### config.mk
export PLATFORM = sky130hd
export DESIGN_NAME = cac_cell
export DESIGN_NICKNAME = d
export VERILOG_FILES = /design/src/rtl/core/cac_pkg.sv /design/src/rtl/core/cac_cell.sv
export SDC_FILE = /design/constraint.sdc
export NUM_CORES = 1
export LEC_CHECK = 0
export BUFFER_PORTS_ARGS = -buffer_cell sky130_fd_sc_hd__buf_2
export CAP_MARGIN = 20
export CORE_AREA = 2 2 482 484
export DETAILED_ROUTE_END_ITERATION = 6
export DIE_AREA = 0 0 484 486
export SLEW_MARGIN = 15
export SYNTH_ARGS = -nofsm -noshare
export SYNTH_HDL_FRONTEND = slang
export SYNTH_SLANG_ARGS = --single-unit
### constraint.sdc
create_clock -name clk -period 0.8 [get_ports clk]
set_input_delay 0.04 -clock clk [delete_from_list [all_inputs] [get_ports clk]]
set_output_delay 0.04 -clock clk [all_outputs]
set_load 0.05 [all_outputs]
### src/rtl/core/cac_pkg.sv
// ----------------------------------------------------------------------------
// cac_pkg
// Types, constants and helpers shared by the complex arithmetic unit.
// ----------------------------------------------------------------------------
package cac_pkg;

	localparam int FRAC_BITS    = 16;
	localparam int WORD_BITS    = 32;
	localparam int ANGLE_BITS   = 30;
	localparam int DIV_STEPS    = 34;
	localparam int DIV_LO_BITS  = DIV_STEPS - FRAC_BITS;
	localparam int SQRT_STEPS   = 32;
	localparam int CORDIC_STEPS = 30;
	localparam int NUM_CELLS    = DIV_STEPS;
	localparam int CW           = 36;

	typedef enum logic [2:0] {
		OP_ADD = 3'd0,
		OP_SUB = 3'd1,
		OP_MUL = 3'd2,
		OP_DIV = 3'd3,
		OP_EQ  = 3'd4,
		OP_MAG = 3'd5,
		OP_ARG = 3'd6
	} op_t;

	localparam logic [1:0] ST_OK   = 2'd0;
	localparam logic [1:0] ST_DIVZ = 2'd1;
	localparam logic [1:0] ST_SAT  = 2'd2;

	// atan(2^-i) in Q30, truncated
	localparam logic [31:0] ATAN_TAB [CORDIC_STEPS] = '{
		32'h3243F6A8, 32'h1DAC6705, 32'h0FADBAFC, 32'h07F56EA6, 32'h03FEAB76,
		32'h01FFD55B, 32'h00FFFAAA, 32'h007FFF55, 32'h003FFFEA, 32'h001FFFFD,
		32'h000FFFFF, 32'h0007FFFF, 32'h0003FFFF, 32'h0001FFFF, 32'h0000FFFF,
		32'h00007FFF, 32'h00003FFF, 32'h00001FFF, 32'h00000FFF, 32'h000007FF,
		32'h000003FF, 32'h000001FF, 32'h000000FF, 32'h0000007F, 32'h0000003F,
		32'h0000001F, 32'h0000000F, 32'h00000007, 32'h00000003, 32'h00000001
	};

	typedef struct packed {
		op_t                   op;
		logic [31:0]           fix_re;
		logic [31:0]           fix_im;
		logic                  fix_eq;
		logic [1:0]            fix_st;
		logic                  azero;
		logic                  bzero;
		logic                  dneg_re;
		logic                  dneg_im;
		logic                  dovf_re;
		logic                  dovf_im;
		logic [63:0]           den;
		logic [63:0]           dr_re;
		logic [63:0]           dr_im;
		logic [DIV_LO_BITS-1:0] nlo_re;
		logic [DIV_LO_BITS-1:0] nlo_im;
		logic [DIV_STEPS-1:0]  dq_re;
		logic [DIV_STEPS-1:0]  dq_im;
		logic [63:0]           sq_s;
		logic [63:0]           sq_res;
		logic [CW-1:0]         cx;
		logic [CW-1:0]         cy;
		logic [CW-1:0]         cz;
	} cac_data_t;

	// sign and magnitude to a saturated word: {saturated, value}
	function automatic logic [32:0] sat_word(input logic neg, input logic [63:0] m);
		logic [63:0] lim;
		lim = 64'd1 << (WORD_BITS - 1);
		if (neg) begin
			if (m > lim)
				return {1'b1, 32'h8000_0000};
			return {1'b0, 32'(~m + 64'd1)};
		end
		if (m > lim - 64'd1)
			return {1'b1, 32'h7FFF_FFFF};
		return {1'b0, m[31:0]};
	endfunction

endpackage

### src/rtl/core/cac_cell.sv
// ----------------------------------------------------------------------------
// cac_cell
// One step of restoring division, square root and vectoring rotation.
// ----------------------------------------------------------------------------
module cac_cell import cac_pkg::*; #(
	parameter int IDX = 0
) (
	input  logic      clk,
	input  logic      arst_n,
	input  logic      vld_in,
	input  cac_data_t d_in,
	output logic      vld_out,
	output cac_data_t d_out
);

	localparam bit HAS_BIT = IDX < DIV_LO_BITS;
	localparam int BIT_POS = HAS_BIT ? DIV_LO_BITS - 1 - IDX : 0;
	localparam int SQ_SH   = (IDX < SQRT_STEPS) ? 2 * (SQRT_STEPS - 1 - IDX) : 0;
	localparam int AT_IDX  = (IDX < CORDIC_STEPS) ? IDX : 0;

	function automatic logic [64:0] div_step(input logic [63:0] r, input logic [63:0] den,
		input logic b);
		logic [64:0] t;
		t = {r, b};
		if (t >= {1'b0, den})
			return {1'b1, 64'(t - {1'b0, den})};
		return {1'b0, t[63:0]};
	endfunction

	logic                 vld_q;
	cac_data_t            d_q, nxt;
	logic [64:0]          st_re, st_im;
	logic [63:0]          sq_bit, sq_try;
	logic signed [CW-1:0] x, y, z, dx, dy, at;

	always_comb begin
		nxt = d_in;
		st_re = div_step(d_in.dr_re, d_in.den, HAS_BIT ? d_in.nlo_re[BIT_POS] : 1'b0);
		st_im = div_step(d_in.dr_im, d_in.den, HAS_BIT ? d_in.nlo_im[BIT_POS] : 1'b0);
		if (IDX < DIV_STEPS) begin
			nxt.dr_re = st_re[63:0];
			nxt.dr_im = st_im[63:0];
			nxt.dq_re = {d_in.dq_re[DIV_STEPS-2:0], st_re[64]};
			nxt.dq_im = {d_in.dq_im[DIV_STEPS-2:0], st_im[64]};
		end

		sq_bit = 64'd1 << SQ_SH;
		sq_try = d_in.sq_res + sq_bit;
		if (IDX < SQRT_STEPS) begin
			if (d_in.sq_s >= sq_try) begin
				nxt.sq_s   = d_in.sq_s - sq_try;
				nxt.sq_res = (d_in.sq_res >> 1) + sq_bit;
			end else begin
				nxt.sq_res = d_in.sq_res >> 1;
			end
		end

		x  = $signed(d_in.cx);
		y  = $signed(d_in.cy);
		z  = $signed(d_in.cz);
		dx = y >>> AT_IDX;
		dy = x >>> AT_IDX;
		at = $signed(CW'(ATAN_TAB[AT_IDX]));
		if (IDX < CORDIC_STEPS) begin
			if (y >= 0) begin
				nxt.cx = x + dx;
				nxt.cy = y - dy;
				nxt.cz = z + at;
			end else begin
				nxt.cx = x - dx;
				nxt.cy = y + dy;
				nxt.cz = z - at;
			end
		end
	end

	always_ff @(posedge clk or negedge arst_n) begin
		if (!arst_n) begin
			vld_q <= 1'b0;
		end else begin
			vld_q <= vld_in;
		end
	end

	always_ff @(posedge clk) begin
		d_q <= nxt;
	end

	assign vld_out = vld_q;
	assign d_out   = d_q;

endmodule

After elaboration in Yosys (flattened, before gate mapping)
Index checks and enable logic that the tools add are counted.
- $add $sub $neg: 10
- multipliers: 0
- divide/modulo/power cells: 0
- order comparisons: 4
- equal/unequal tests: 0
- shifts and indexed selects: 0
- multiplexer cells: 9
- bitwise logic cells: 0
- reductions and logical operators: 0
- operators with widths (kind ; count):
    64-bit two-way mux ; 3
    64-bit subtractor ; 3
    65-bit by 64-bit greater-or-equal comparator with 1-bit output ; 2
    65-bit two-way mux ; 2
    108-bit two-way mux ; 1
    36-bit subtractor ; 2
    63-bit by 63-bit adder with 64-bit output, second input constant ; 1
    64-bit by 63-bit adder with 64-bit output, second input constant ; 1
    64-bit greater-or-equal comparator ; 1
    63-bit two-way mux ; 1
    36-bit by 31-bit adder with 36-bit output, second input constant ; 1
    36-bit adder ; 1
    36-bit by 1-bit greater-or-equal comparator with 1-bit output, second input constant ; 1
    36-bit by 31-bit subtractor with 36-bit output, second input constant ; 1
    1-bit two-way mux ; 2
- register bits after elaboration: 609
- latch bits: 0
- bits in writable memories: 0
- bits in read-only memories: 0
- output and inout port bits: 609
- memories kept: 0

Longest topological paths before layout
- depth after elaboration: 3
- depth in mapped cells: 19

Worst setup path after synthesis
No wires, ideal clock.
- path kind: input to register
- start point: in d_in[71] (netlist bit)
- end point: reg d_q, in the netlist d_out[33]
- setup time: 127 ps
- data arrival time: 3947 ps
- setup slack: -3273 ps
- cell stages on the path: 19
- buffers on the path: 6
- cells stage by stage: clkbuf_2 clkbuf_1 clkbuf_1 clkbuf_1 clkbuf_1 buf_1 xor2_1 ha_1 o31ai_1 a222oi_1 o2111ai_1 and3_1 o211ai_1 nand2_1 o22ai_1 nand3_1 o2111ai_1 o21ai_0 xor2_1
- RTL lines (what ; line ; RTL):
    from (decl) ; cac_cell.sv:11 ; input cac_data_t d_in,
    to (signal assigned) ; cac_cell.sv:86 ; d_q <= nxt;
    to (decl) ; cac_cell.sv:31 ; cac_data_t d_q, nxt;

==> results.txt <==
Final min period: 2860 ps
Violated checks: hold timing, setup timing
Pin count of the biggest net entering global routing: 67
Number of enable flip-flop cells after synthesis: 0
DR WL/cell: 25.8 um
Cell accounting for the most synthesized area: dfxtp_1
Yosys cell types: 97
CP Capture Type: flop
CP delay by family, top: compound AO/OA/AOI/OAI gates
Worst path depth: 16
Post-route DRC: 0
Vias: 45400
Synth async-reset ratio: 0.00164
Post-synth top area share: 0.360
Initial antenna violation count: 90
Synth cell count leaders: 607 x dfxtp_1, 492 x a21oi_1, 316 x nor2_1, 309 x ha_1, 293 x inv_1
Crit path DAT: 3470 ps
Worst hold path depth: 1
YS warnings: 0
Setup TNS Final: -814450 ps
Max-capacitance violation count: 0
Final instance area: 74600 um2
Port Buffer Count: 1217
Fin crit share: 3.57
Most common flop cell mapped by yosys: dfxtp_1
Status: finished with violations
Register bit total from synthesis: 608
Drt via density: 4.29
Overflow after GRT: 0
CTS Buffer Depth: 3
First-pass GRT wire length: 363 mm
Core area: 229000 um2
DP HPWL: 221 mm
Buf/Inv on CP: 4
Worst vdd ir: 0.00218 V
Die H: 486 um
Slew HR: 0.539
Die area: 235000 um2
Hold crit path type: in2reg
Final max-slew violation count: 0
CTS H-tree lvls: 3
Hold_ws: -587 ps
Fillcell total: 23500
Seq/Total Area, Yosys: 0.361
Crit-path max cell delay: 340 ps
Mean post-synth cell area: 8.60 um2
Detail Route Antenna Nets: 0
1st-pass router iterations: 5
CTS sink count: 608
FMAX: 350 MHz
Critical path startpoint category: primary input
Clock slew at reported path FFs: 60 ps
Area growth syn-to-layout: 121%
Synthesized cell area: 33700 um2
Synth Instances: 3926
Syn nets: 4852
Clock root cell: clkbuf_16
Setup WS post-layout: -2060 ps
Worst Max-Slew Pin Slew: 691 ps
Pwr/cell area: 1970 nW/um2
Nets: 8352
Cell row count: 176
Die W: 484 um
RSZ-0062 raised after global routing: true
Total routed wirelength: 273 mm
Pleak: 0.0349 uW
Crit Path Class: in2reg
All-layer global routing usage: 0.220
DR iter-0 viols: 2777
Cell Chain, Critical Path: buf_8 -> ha_4 -> a21o_1 -> a31oi_4 -> a211oi_4 -> o211a_4 -> o21ai_4 -> o21ai_4 -> a31oi_4 -> o41ai_4 -> a21oi_2 -> o31ai_4 -> buf_12 -> buf_12 -> buf_8 -> mux2_4
Most common cell in the netlist: dfxtp_1
Crit Path Max Fanout: 8
CTS tree: built
Crit-path slowest cell: a211oi_4
Number of hold violations in the final report: 55
Number of global-route vias before repair: 46500
Largest cells by area after synthesis: dfxtp_1 36%, ha_1 11%, a21oi_1 7.3%, xnor2_1 5.3%, nor2_1 3.5%
Initial Util: 0.147
Num CTS Buffers: 82
Final setup violation count: 906
Share of cells above drive strength 1: 0.498
Critical Path RT: 1410 ps
Placed Area: 58900 um2
Final Wtd Congestion: 1.05
I/O pins: 1220
## logic make-up (layout without fill, tap and decap cells)
kind of cell             count (synthesis)  after routing  share of synthesized area
flip-flops                             608            608                      0.361
adder cells (fa/ha/maj)                316            316                      0.118
AND/OR/NAND/NOR                        905            905                      0.127
AO/OA/AOI/OAI                         1206           1206                      0.225
multiplexers                           113            113                     0.0369
XOR/XNOR                               292            292                     0.0758
other                                    0             64                          0
buffers and inverters                  486           4050                     0.0568
## power breakdown
| part | leakage, uW | switching, uW | internal, uW |
|---|---|---|---|
| logic | 0.0284 | 39600 | 28500 |
| clock network | 0.00139 | 17200 | 23700 |
| registers | 0.00513 | 3240 | 34500 |
## path summary, 6_finish.rpt
check	start	end	slack, ps
setup / recovery	d_in[343]	d_out[357]$_DFF_P_	-2060
min in group asynchronous	arst_n	vld_out$_DFF_PN0_	540
max in group asynchronous	arst_n	vld_out$_DFF_PN0_	130
hold / removal	d_in[112]	d_out[111]$_DFF_P_	-590
## routing by layer
| layer | vias up | wire length [um] | share of wire | GRT usage |
|---|---|---|---|---|
| li1 | 20900 | - | - | - |
| met1 | 21700 | 95800 | 0.35 | 0.228 |
| met2 | 2016 | 127000 | 0.47 | 0.367 |
| met3 | 679 | 19600 | 0.072 | 0.0558 |
| met4 | 60 | 29700 | 0.11 | 0.200 |
| met5 | - | 382 | 0.0014 | 0 |
## per-stage QoR
stage / setup WS, ps / utilization / hold WS [ps] / total power, uW / instances
2_1_floorplan: -2430 / - / -256 / 68100 / 3926
3_3_place_gp: -3030 / 0.257 / -137 / 96900 / 9491
3_5_place_dp: -3080 / 0.257 / -140 / 96700 / 9491
4_1_cts: -1950 / 0.316 / -658 / 146000 / 10500
5_1_grt: -2070 / 0.325 / -623 / 152000 / 10600
6_report: -2060 / 0.325 / -587 / 147000 / 10600
## layout make-up
cell class / count / area, um2 / share of cell area
Antenna cell: 64 / 160 / 0.00215
Sequential cell: 608 / 12200 / 0.163
Inverter: 296 / 1240 / 0.0167
Clock inverter: 39 / 628 / 0.00842
Clock buffer: 109 / 2280 / 0.0306
Timing Repair Buffer: 3606 / 30100 / 0.403
Tap cell: 3026 / 3790 / 0.0507
Multi-Input combinational cell: 2832 / 24300 / 0.325
## cells in the final DEF (no fill, tap or decap), drive strengths merged, types with 15 or more instances in the layout
master,instances
o31ai,34
diode,64
nand2b,37
o21a,20
a211oi,23
a21oi,494
mux2,91
inv,301
and3,19
a31oi,43
nand3,60
mux2i,22
nor4,24
nor2b,45
nand2,211
nor3,45
clkinv,15
o211ai,16
dfxtp,607
o21bai,76
o21ai,197
nand4,82
or3,16
xnor2,206
ha,309
clkbuf,112
nor2,316
and2,18
xor2,86
buf,2862
dlygate4sd3,737
a21o,145
## registers in the layout (all words and copies together) (netlist names)
name / cells
vld_out: 1
d_out: 607
## repair_timing
action / CTS / global route
pin swaps: 220 / 184
endpoints found under the setup margin: 895 / 905
endpoints found under the hold margin: 573 / 129
cloned: 18 / 2
hold buffers: 721 / 69
gates resized for setup: 537 / 314
setup buffers: 99 / 67
Note: power is estimated with default switching activity, not from simulation.
