`src/rtl/core/cac_pkg.sv`:
```
// ----------------------------------------------------------------------------
// cac_pkg
// Types, constants and helpers shared by the complex arithmetic unit.
// ----------------------------------------------------------------------------
package cac_pkg;

	localparam int FRAC_BITS    = 16;
	localparam int WORD_BITS    = 32;
	localparam int ANGLE_BITS   = 30;
	localparam int DIV_STEPS    = 34;
	localparam int DIV_LO_BITS  = DIV_STEPS - FRAC_BITS;
	localparam int SQRT_STEPS   = 32;
	localparam int CORDIC_STEPS = 30;
	localparam int NUM_CELLS    = DIV_STEPS;
	localparam int CW           = 36;

	typedef enum logic [2:0] {
		OP_ADD = 3'd0,
		OP_SUB = 3'd1,
		OP_MUL = 3'd2,
		OP_DIV = 3'd3,
		OP_EQ  = 3'd4,
		OP_MAG = 3'd5,
		OP_ARG = 3'd6
	} op_t;

	localparam logic [1:0] ST_OK   = 2'd0;
	localparam logic [1:0] ST_DIVZ = 2'd1;
	localparam logic [1:0] ST_SAT  = 2'd2;

	// atan(2^-i) in Q30, truncated
	localparam logic [31:0] ATAN_TAB [CORDIC_STEPS] = '{
		32'h3243F6A8, 32'h1DAC6705, 32'h0FADBAFC, 32'h07F56EA6, 32'h03FEAB76,
		32'h01FFD55B, 32'h00FFFAAA, 32'h007FFF55, 32'h003FFFEA, 32'h001FFFFD,
		32'h000FFFFF, 32'h0007FFFF, 32'h0003FFFF, 32'h0001FFFF, 32'h0000FFFF,
		32'h00007FFF, 32'h00003FFF, 32'h00001FFF, 32'h00000FFF, 32'h000007FF,
		32'h000003FF, 32'h000001FF, 32'h000000FF, 32'h0000007F, 32'h0000003F,
		32'h0000001F, 32'h0000000F, 32'h00000007, 32'h00000003, 32'h00000001
	};

	typedef struct packed {
		op_t                   op;
		logic [31:0]           fix_re;
		logic [31:0]           fix_im;
		logic                  fix_eq;
		logic [1:0]            fix_st;
		logic                  azero;
		logic                  bzero;
		logic                  dneg_re;
		logic                  dneg_im;
		logic                  dovf_re;
		logic                  dovf_im;
		logic [63:0]           den;
		logic [63:0]           dr_re;
		logic [63:0]           dr_im;
		logic [DIV_LO_BITS-1:0] nlo_re;
		logic [DIV_LO_BITS-1:0] nlo_im;
		logic [DIV_STEPS-1:0]  dq_re;
		logic [DIV_STEPS-1:0]  dq_im;
		logic [63:0]           sq_s;
		logic [63:0]           sq_res;
		logic [CW-1:0]         cx;
		logic [CW-1:0]         cy;
		logic [CW-1:0]         cz;
	} cac_data_t;

	// sign and magnitude to a saturated word: {saturated, value}
	function automatic logic [32:0] sat_word(input logic neg, input logic [63:0] m);
		logic [63:0] lim;
		lim = 64'd1 << (WORD_BITS - 1);
		if (neg) begin
			if (m > lim)
				return {1'b1, 32'h8000_0000};
			return {1'b0, 32'(~m + 64'd1)};
		end
		if (m > lim - 64'd1)
			return {1'b1, 32'h7FFF_FFFF};
		return {1'b0, m[31:0]};
	endfunction

endpackage

```
`src/rtl/core/cac_post.sv`:
```
// ----------------------------------------------------------------------------
// cac_post
// Rounding, saturation and result selection at the end of the cell chain.
// ----------------------------------------------------------------------------
module cac_post import cac_pkg::*; (
	input  logic        clk,
	input  logic        arst_n,
	input  logic        vld_in,
	input  cac_data_t   d_in,
	output logic        done,
	output logic [31:0] res_re,
	output logic [31:0] res_im,
	output logic        equal_flag,
	output logic [1:0]  status
);

	function automatic logic [32:0] div_fin(input logic neg, input logic ovf,
		input logic [DIV_STEPS-1:0] q, input logic [63:0] r, input logic [63:0] den);
		logic        big;
		logic [34:0] q2;
		big = ovf || ({1'b0, q} > (35'd1 << (WORD_BITS - 1)));
		q2  = {1'b0, q} + {34'd0, (r >= den - r)};
		if (big)
			return {1'b1, neg ? 32'h8000_0000 : 32'h7FFF_FFFF};
		return sat_word(neg, 64'(q2));
	endfunction

	logic        done_q, eq_q;
	logic [31:0] re_q, im_q;
	logic [1:0]  st_q;

	logic [32:0]   dv_re, dv_im, sq_w, ang_w;
	logic [63:0]   sq_r;
	logic [CW-1:0] zm, zr;
	logic [31:0]   o_re, o_im;
	logic          o_eq;
	logic [1:0]    o_st;

	always_comb begin
		dv_re = div_fin(d_in.dneg_re, d_in.dovf_re, d_in.dq_re, d_in.dr_re, d_in.den);
		dv_im = div_fin(d_in.dneg_im, d_in.dovf_im, d_in.dq_im, d_in.dr_im, d_in.den);
		sq_r  = d_in.sq_res + {63'd0, (d_in.sq_s > d_in.sq_res)};
		sq_w  = sat_word(1'b0, sq_r);
		zm    = d_in.cz[CW-1] ? -d_in.cz : d_in.cz;
		zr    = (zm + (CW'(1) << (ANGLE_BITS - FRAC_BITS - 1))) >> (ANGLE_BITS - FRAC_BITS);
		ang_w = sat_word(d_in.cz[CW-1], 64'(zr));

		o_re = d_in.fix_re;
		o_im = d_in.fix_im;
		o_eq = d_in.fix_eq;
		o_st = d_in.fix_st;
		case (d_in.op)
			OP_DIV: begin
				if (d_in.bzero) begin
					o_re = '0;
					o_im = '0;
					o_st = ST_DIVZ;
				end else begin
					o_re = dv_re[31:0];
					o_im = dv_im[31:0];
					o_st = (dv_re[32] || dv_im[32]) ? ST_SAT : ST_OK;
				end
			end
			OP_MAG: begin
				o_re = sq_w[31:0];
				o_im = '0;
				o_st = sq_w[32] ? ST_SAT : ST_OK;
			end
			OP_ARG: begin
				o_im = '0;
				if (d_in.azero) begin
					o_re = '0;
					o_st = ST_OK;
				end else begin
					o_re = ang_w[31:0];
					o_st = ang_w[32] ? ST_SAT : ST_OK;
				end
			end
			default: ;
		endcase
	end

	always_ff @(posedge clk or negedge arst_n) begin
		if (!arst_n) begin
			done_q <= 1'b0;
		end else begin
			done_q <= vld_in;
		end
	end

	always_ff @(posedge clk) begin
		re_q <= o_re;
		im_q <= o_im;
		eq_q <= o_eq;
		st_q <= o_st;
	end

	assign done       = done_q;
	assign res_re     = re_q;
	assign res_im     = im_q;
	assign equal_flag = eq_q;
	assign status     = st_q;

endmodule

```
`config.mk`:
```
export PLATFORM = sky130hd
export DESIGN_NAME = cac_post
export DESIGN_NICKNAME = d
export VERILOG_FILES = /design/src/rtl/core/cac_pkg.sv /design/src/rtl/core/cac_post.sv
export SDC_FILE = /design/constraint.sdc
export NUM_CORES = 1
export LEC_CHECK = 0
export BUFFER_PORTS_ARGS = -buffer_cell sky130_fd_sc_hd__buf_2
export CAP_MARGIN = 5
export CORE_AREA = 2 2 291 293
export CTS_CLUSTER_DIAMETER = 150
export DETAILED_ROUTE_END_ITERATION = 8
export DIE_AREA = 0 0 293 295
export HOLD_SLACK_MARGIN = 0.03
export RECOVER_POWER = 50
export SYNTH_ARGS = -nofsm -noshare
export SYNTH_HDL_FRONTEND = slang
export SYNTH_SLANG_ARGS = --single-unit
export TNS_END_PERCENT = 20
```
`constraint.sdc`:
```
create_clock -name clk -period 0.8 [get_ports clk]
set_input_delay 0.16 -clock clk [delete_from_list [all_inputs] [get_ports clk]]
set_output_delay 0.16 -clock clk [all_outputs]
set_load 0.05 [all_outputs]
```
* Word-level counts from Yosys, hierarchy flattened *
Cells that the tools add are included.
Widths: inputs -> output; s select.

word-level totals
  word-level logic and storage cells = 99
  bits in registers = 68
  input bits = 611
  output and inout port bits = 68

operators by class
  equality and inequality tests = 3
  reduce and logical (&&, ||, !) cells = 4
  mux-type cells = 62
  add/sub/neg operators = 10
  magnitude comparators = 12
  bitwise logic cells = 3

operators by type and width
  kind                    number
  $mux 33                 24
  $mux 32                 5
  $ge 64x64->1            2
  $sub 64x64->64          2
  $add 32x1->32 const B   3
  $pmux 32 s3             1
  $add 34x1->35           2
  $gt 35x31->1 const B    2
  $gt 35x32->1 const B    2
  $gt 34x32->1 const B    2
  $add 64x1->64           1
  $gt 64x31->1 const B    1
  $gt 64x64->1            1
  $not 32->32             2
  $pmux 32 s2             1
  $add 36x14->36 const B  1
  $mux 36                 1
  $neg 36->36             1
  $gt 22x32->1 const B    1
  $not 22->32             1
  $gt 22x31->1 const B    1
  $mux 1                  24
  $mux 2                  5
  $eq 3x3->1 const B      2
  4 further kinds         6

* Longest topological paths before layout *
Gate-level depths: netlist (run 1).

  depth after elaboration = 17
  depth in mapped cells = 42
  gate-level depth less buffers = 40

* Worst setup path before layout (run 1) *
OpenSTA, ideal clock, no wires.

  path kind = input to register
  from = input d_in[420] (netlist bit)
  to = register re_q[4], in the netlist res_re[4]
  required time = 0.673 ns
  stages on the path = 39
  path buffers = 3
  setup time = 0.127 ns
  data arrival time = 7.596 ns
  path slack = -6.922 ns
  cells stage by stage = inv_1 > ha_1 > clkbuf_1 > a211oi_1 > o21ai_0 > a221oi_1 > or2_2 > nand3_1 > a211oi_1 > o21bai_1 > a21oi_1 > xor2_1 > ha_1 > a21o_1 > a21o_1 > a21o_1 > a21o_1 > a21o_1 > [3 not listed] > o311a_1 > o211ai_1 > a221o_1 > ha_1 > ha_1 > clkbuf_1 > xnor2_1 > or4_1 > a2111oi_0 > nor4b_1 > nand4_1 > nand4b_1 > o22a_2 > or2_1 > buf_2 > o21ai_2 > a221oi_1 > or3_1

between the ends
  word-level cells in the longest chain between the ends = 15
  elaborated cells between the ends (all ways) = 21
  classes of those cells = add/sub (3); order compare (3); mux (14); bitwise (1)

ends and longest elaborated chain
  element               RTL line        RTL
  from (decl)           cac_post.sv:9   input cac_data_t d_in,
  $sub 64x64->64        cac_post.sv:22  q2 = {1'b0, q} + {34'd0, (r >= den - r)};
  $ge 64x64->1 (*)      cac_post.sv:22
  $add 34x1->35 (*)     cac_post.sv:22
  $gt 35x32->1          cac_pkg.sv:72   if (m > lim)
  $mux 1                cac_pkg.sv:72
  $mux 1                cac_pkg.sv:71   if (neg) begin
  $mux 1                cac_post.sv:25  return sat_word(neg, 64'(q2));
  $mux 33               cac_pkg.sv:74   return {1'b0, 32'(~m + 64'd1)};
  $mux 33               cac_pkg.sv:71
  $mux 33               cac_pkg.sv:76   if (m > lim - 64'd1)
  $mux 33               cac_pkg.sv:78   return {1'b0, m[31:0]};
  $mux 33 (*)           cac_pkg.sv:76
  $mux 33 (*)           cac_post.sv:25
  $mux 32 (*)           cac_post.sv:54  if (d_in.bzero) begin
  $pmux 32 s3 (*)       cac_post.sv:52  case (d_in.op)
  net o_re[4]           cac_post.sv:35  logic [31:0] o_re, o_im;
  to (signal assigned)  cac_post.sv:92  re_q <= o_re;
  to (decl)             cac_post.sv:29  logic [31:0] re_q, im_q;

The timed path passes the listed nets; every way through them passes the cells marked *. The select of a mux whose other input is x is not followed.

* Worst setup path after layout (run 1) *
  from = input d_in[423] (netlist bit)
  to = register re_q[13], in the netlist res_re[13]

Same word-level chain as after synthesis.

==> results.ini, run 1 <==
[critical_path]
cp_common_cell=a21o_1
crit_arrival_ns=7.77
critPathMaxFanout=7
crit_slowest_cell=or4_4
cp_top_family=compound AO/OA/AOI/OAI gates
endpoint_kind=flip-flop
slowest_delay_ns=0.51
cp-start-kind=input port
worstPathRequired_ns=1.01
worst-setup-path-type=in2reg
critPathBufInv=3

[placement]
dp_hpwl_mm=98.7
gp_congestion=1.00
placed_area_um2=36400
dp.cells=6006
io_buffer_count=570

[die]
pin_count=679
die_w_um=293
die_y_um=295
initial_core_util_pct=26.9
core-area_um2=83200
fp-row-count=106
die-area_um2=86400

[timing]
slew_headroom_pct=43.4
worst_pin_slew_ns=0.848
setup_violations=133
finalMaxSlewViolations=0
setup-tns-final_ns=-442.17
min_period_ns=7.56
hold_slack_ns=0.0428
fin_ws_ns=-6.76
fmax_mhz=132
final-hold-violation-count=0
period_share_pct=945
grt_setup_unrepaired=true

[route]
ant_nets=0
vias=31596
viasPerCell=5.12
routed_wl_mm=114
drc=0
drtPass1Iterations=6
drtIter0Drc=2094
wire_per_inst_um=18.6

[global_routing]
track_usage_pct=25.1
grt_pass1_vias=31098
grt_max_degree=35
antenna_found_initial=62
grt-ovfl-total=0
grt_first_pass_wirelength_mm=172

[synthesis]
yosysMostFrequentCell=ha_1
synth_warnings=0
synth_cell_types=116
synth_area_um2=22400
synthCells=3188
syn_area_per_cell_um2=7.02
synth_area_leaders=ha_1 18%, xnor2_1 6.7%, dfxtp_1 6.0%
synthFlopType=dfxtp_1
synth_top_area_share_pct=18.4
yosys_register_bits=68
synthesis.nets=4131
synthArstFlopShare_pct=1.47
yosys.area.top_type=ha_1
synth_edf_count=0
synth_common_cells=330 x ha_1, 255 x inv_1, 251 x a21oi_1, 241 x nand2_1, 185 x nor2_1
ys_seq_area_share_pct=6.10

[hold_path]
min_path_type=in2reg

[cts]
cts.sinks=68
htreeDepth=3
cts_made_buffers=9
clkTransAtPathRegs_ns=0.06
cts_root_buf=clkbuf_16
clock_path_buffers=2
cts_tree=built

[layout]
layout-drive-gt1-share_pct=46.9
post-route-cell-area_um2=39900
final_util_pct=48.0
layout.nets=5980
syn_to_final_growth_pct=78.4
final_cells=6169

[outcome]
violations=setup timing
status=complete, but fails checks

[power_and_ir_drop]
power_density_nw_per_um2=898
p_leak_nw=19.5
ir_drop_v=0.00122

[flow_run]
drv_cap=0

flip-flops by register name, indices dropped and copies added (netlist names):
register / flops
done: 1
equal_flag: 1
res_im: 32
res_re: 32
status: 2
cell type report:
type                       instances  area [µm²]
sequential                        68        1470
inverter                         256         973
clock buffer                      10         229
clock inverter                     6        65.1
multi-input combinational       2744       21400
tap                             1080        1350
timing repair buffer            1958       14300
fill                            8185       43200
antenna                           47         118
cells in the final DEF (no fill, tap or decap), drive strengths merged, types with 62 or more instances in the layout:
cell,synthesis,routed
buf,35,1938
ha,330,330
inv,256,256
a21oi,251,251
nand2,241,241
o21ai,194,195
nor2,192,192
xnor2,171,171
a21o,134,134
nand3,127,127
nand4,122,122
xor2,122,122
nor3,93,93
dfxtp,67,67
nor4,62,62
path summary, 6_finish.rpt:
path | start | end | cells past startpoint | slack [ns]
max in group asynchronous | arst_n | done$_DFF_PN0_ | 2 | 0.55
min | d_in[545] | res_im[4]$_DFF_P_ | 2 | 0.04
min in group asynchronous | arst_n | done$_DFF_PN0_ | 2 | 0.17
max | d_in[423] | res_re[13]$_DFF_P_ | 38 | -6.76
what timing repair did:
| action | in CTS | in global routing |
|---|---|---|
| endpoints found under the hold margin | 18 | 0 |
| hold buffers | 18 | 0 |
| cloned | 4 | 0 |
| setup buffers | 66 | 17 |
| pin swaps | 175 | 86 |
| resized for setup | 521 | 108 |
| setup endpoints to repair | 133 | 133 |
stage by stage:
| stage | setup slack [ns] | power (mW) |
|---|---|---|
| after floorplan | -6.34 | 16.8 |
| after global placement | -7.85 | 28.8 |
| after detailed placement | -7.86 | 29.0 |
| after CTS | -6.77 | 35.3 |
| after global routing | -7.08 | 38.4 |
| final | -6.76 | 35.9 |
report_power, final:
part / switching, mW / internal (mW) / total, mW
Sequential: 0.368 / 3.84 / 4.21
Combinational: 13.6 / 14.0 / 27.6
Clock: 1.68 / 2.41 / 4.10
Total: 15.6 / 20.2 / 35.9
layer usage:
layer / GRT usage, % / vias to the layer above / wire [µm]
li1: - / 15596 / -
met1: 31.6 / 14626 / 48100
met2: 42.9 / 1120 / 53800
met3: 3.20 / 228 / 7510
met4: 11.0 / 26 / 4940
met5: 0 / - / 150
logic make-up after synthesis:
family,Yosys count,synth area share (%)
compound gates,945,28.4
xor+xnor,293,11.5
fa+ha+maj,332,18.6
buf+inv,377,6.61
flops,68,6.10
mux,20,0.917
simple gates,1153,27.8
Note: power is estimated with default switching activity, not from simulation.
==> run 2: changes to the inputs <==
Settings changed: CORE_AREA 2 2 291 293 to 2 2 278 307, DIE_AREA 0 0 293 295 to 0 0 280 309.
Clock period 0.8 ns to 9.2 ns, I/O delays scaled along.
==> results.ini, run 2 (same netlist as run 1, synthesis figures left out) <==
[outcome]
status=complete, but fails checks
violations=setup timing

[power_and_ir_drop]
swShare_pct=46.5
internal_power_mw=1.43
ir_drop_v=0.0000979
pwr-share-clk_pct=12.4
p_seq_share_pct=12.7
power_density_nw_per_um2=81.0
p_leak_nw=15.6
combinationalPowerShare_pct=74.9
p_sw_mw=1.24

[critical_path]
crit_slowest_cell=a221o_2
crit_arrival_ns=9.70
worstPathRequired_ns=9.45
worst-setup-path-type=in2reg
cp_num_cells=36
endpoint=res_re[20]$_DFF_P_
critPathBufInv=2
slowest_delay_ns=0.50
cp_top_family=compound AO/OA/AOI/OAI gates
endpoint_kind=flip-flop
crit_start=d_in[481]
cp-start-kind=input port
critPathMaxFanout=5
cp_common_cell=a21o_1

[route]
vias=29040
drtPass1Iterations=6
drtIter0Drc=2178
drc=0
wire_per_inst_um=19.6
viasPerCell=5.34
routed_wl_mm=107
ant_nets=0

[cts]
cts_root_buf=clkbuf_16
cts_tree=built
clkTransAtPathRegs_ns=0.06
cts_made_buffers=9
htreeDepth=3
clock_path_buffers=2
cts.sinks=68

[die]
core-area_um2=83200
die_y_um=309
initial_core_util_pct=26.9
fp-row-count=111
die-area_um2=86500
pin_count=679
die_w_um=280

[global_routing]
grt_pass1_vias=27578
grt_max_degree=53
grt-ovfl-total=0
antenna_found_initial=67
track_usage_pct=23.1
grt_first_pass_wirelength_mm=156

[timing]
setup_violations=48
finalMaxSlewViolations=0
min_period_ns=9.45
grt_setup_unrepaired=true
final-hold-violation-count=0
slew_headroom_pct=8.96
worst_pin_slew_ns=1.36
period_share_pct=103
fin_ws_ns=-0.249
fmax_mhz=106
setup-tns-final_ns=-5.26

[placement]
placed_area_um2=30800
gp_congestion=0.973
dp_hpwl_mm=91.0
place_ws_ns=-1.30
io_buffer_count=570

[hold_path]
min_path_type=in2async

[layout]
fill_cells=8695
layout-drive-gt1-share_pct=34.9
layout.nets=5271
layout_common_cells=661 x buf_4, 531 x buf_2, 309 x ha_1
final_common_cell=buf_4
syn_to_final_growth_pct=47.5
post-route-cell-area_um2=33000

[flow_run]
drv_cap=0

run 2: what timing repair did:
item                                    4_1_cts  5_1_grt
hold buffers                                  0        0
pin swaps                                    69      143
endpoints found under the setup margin       65       65
setup buffers                                25       31
gates cloned                                  1        1
resized for setup                           110      210
run 2: power by group through the flow:
| stage | combinational, mW | sequential [mW] | clock [mW] |
|---|---|---|---|
| detailed placement | 1.86 | 0.345 | 0 |
| finish | 2.00 | 0.340 | 0.331 |
| floorplan | 0.971 | 0.453 | 0 |
| global route | 2.20 | 0.340 | 0.346 |
| global placement | 1.84 | 0.344 | 0 |
| CTS | 1.92 | 0.338 | 0.339 |
run 2: cell type report:
class	instances	area, µm²	share of cell area [%]
Timing Repair Buffer	1250	8090	24.5
Inverter	256	966	2.93
Tap cell	1073	1340	4.07
Antenna cell	36	90.1	0.273
Sequential cell	68	1370	4.14
Multi-Input combinational cell	2743	20900	63.3
Clock buffer	9	225	0.682
Clock inverter	6	41.3	0.125
run 2: worst min path at each step:
stage,to,start
final,done$_DFF_PN0_,arst_n
after global routing,done$_DFF_PN0_,arst_n
after CTS,done$_DFF_PN0_,arst_n
after detailed placement,done$_DFF_PN0_,arst_n
after global placement,done$_DFF_PN0_,arst_n
after floorplan,done$_DFF_PN0_,arst_n
run 2: stage by stage:
step	total power [mW]	utilization [%]	hold WS, ns	std cells
after detailed placement	2.20	37.1	1.62	5332
final	2.67	39.7	1.23	5441
after global placement	2.18	37.1	1.62	5332
after global routing	2.88	39.6	1.23	5431
after floorplan	1.42	-	1.54	3188
after CTS	2.60	38.2	1.22	5373
run 2: metal layers:
| metal | global-route usage (%) | part of all wire, % |
|---|---|---|
| met5 | 0 | 0.29 |
| met4 | 10.7 | 4.4 |
| met3 | 5.26 | 8.2 |
| met2 | 39.0 | 47 |
| met1 | 27.8 | 40 |
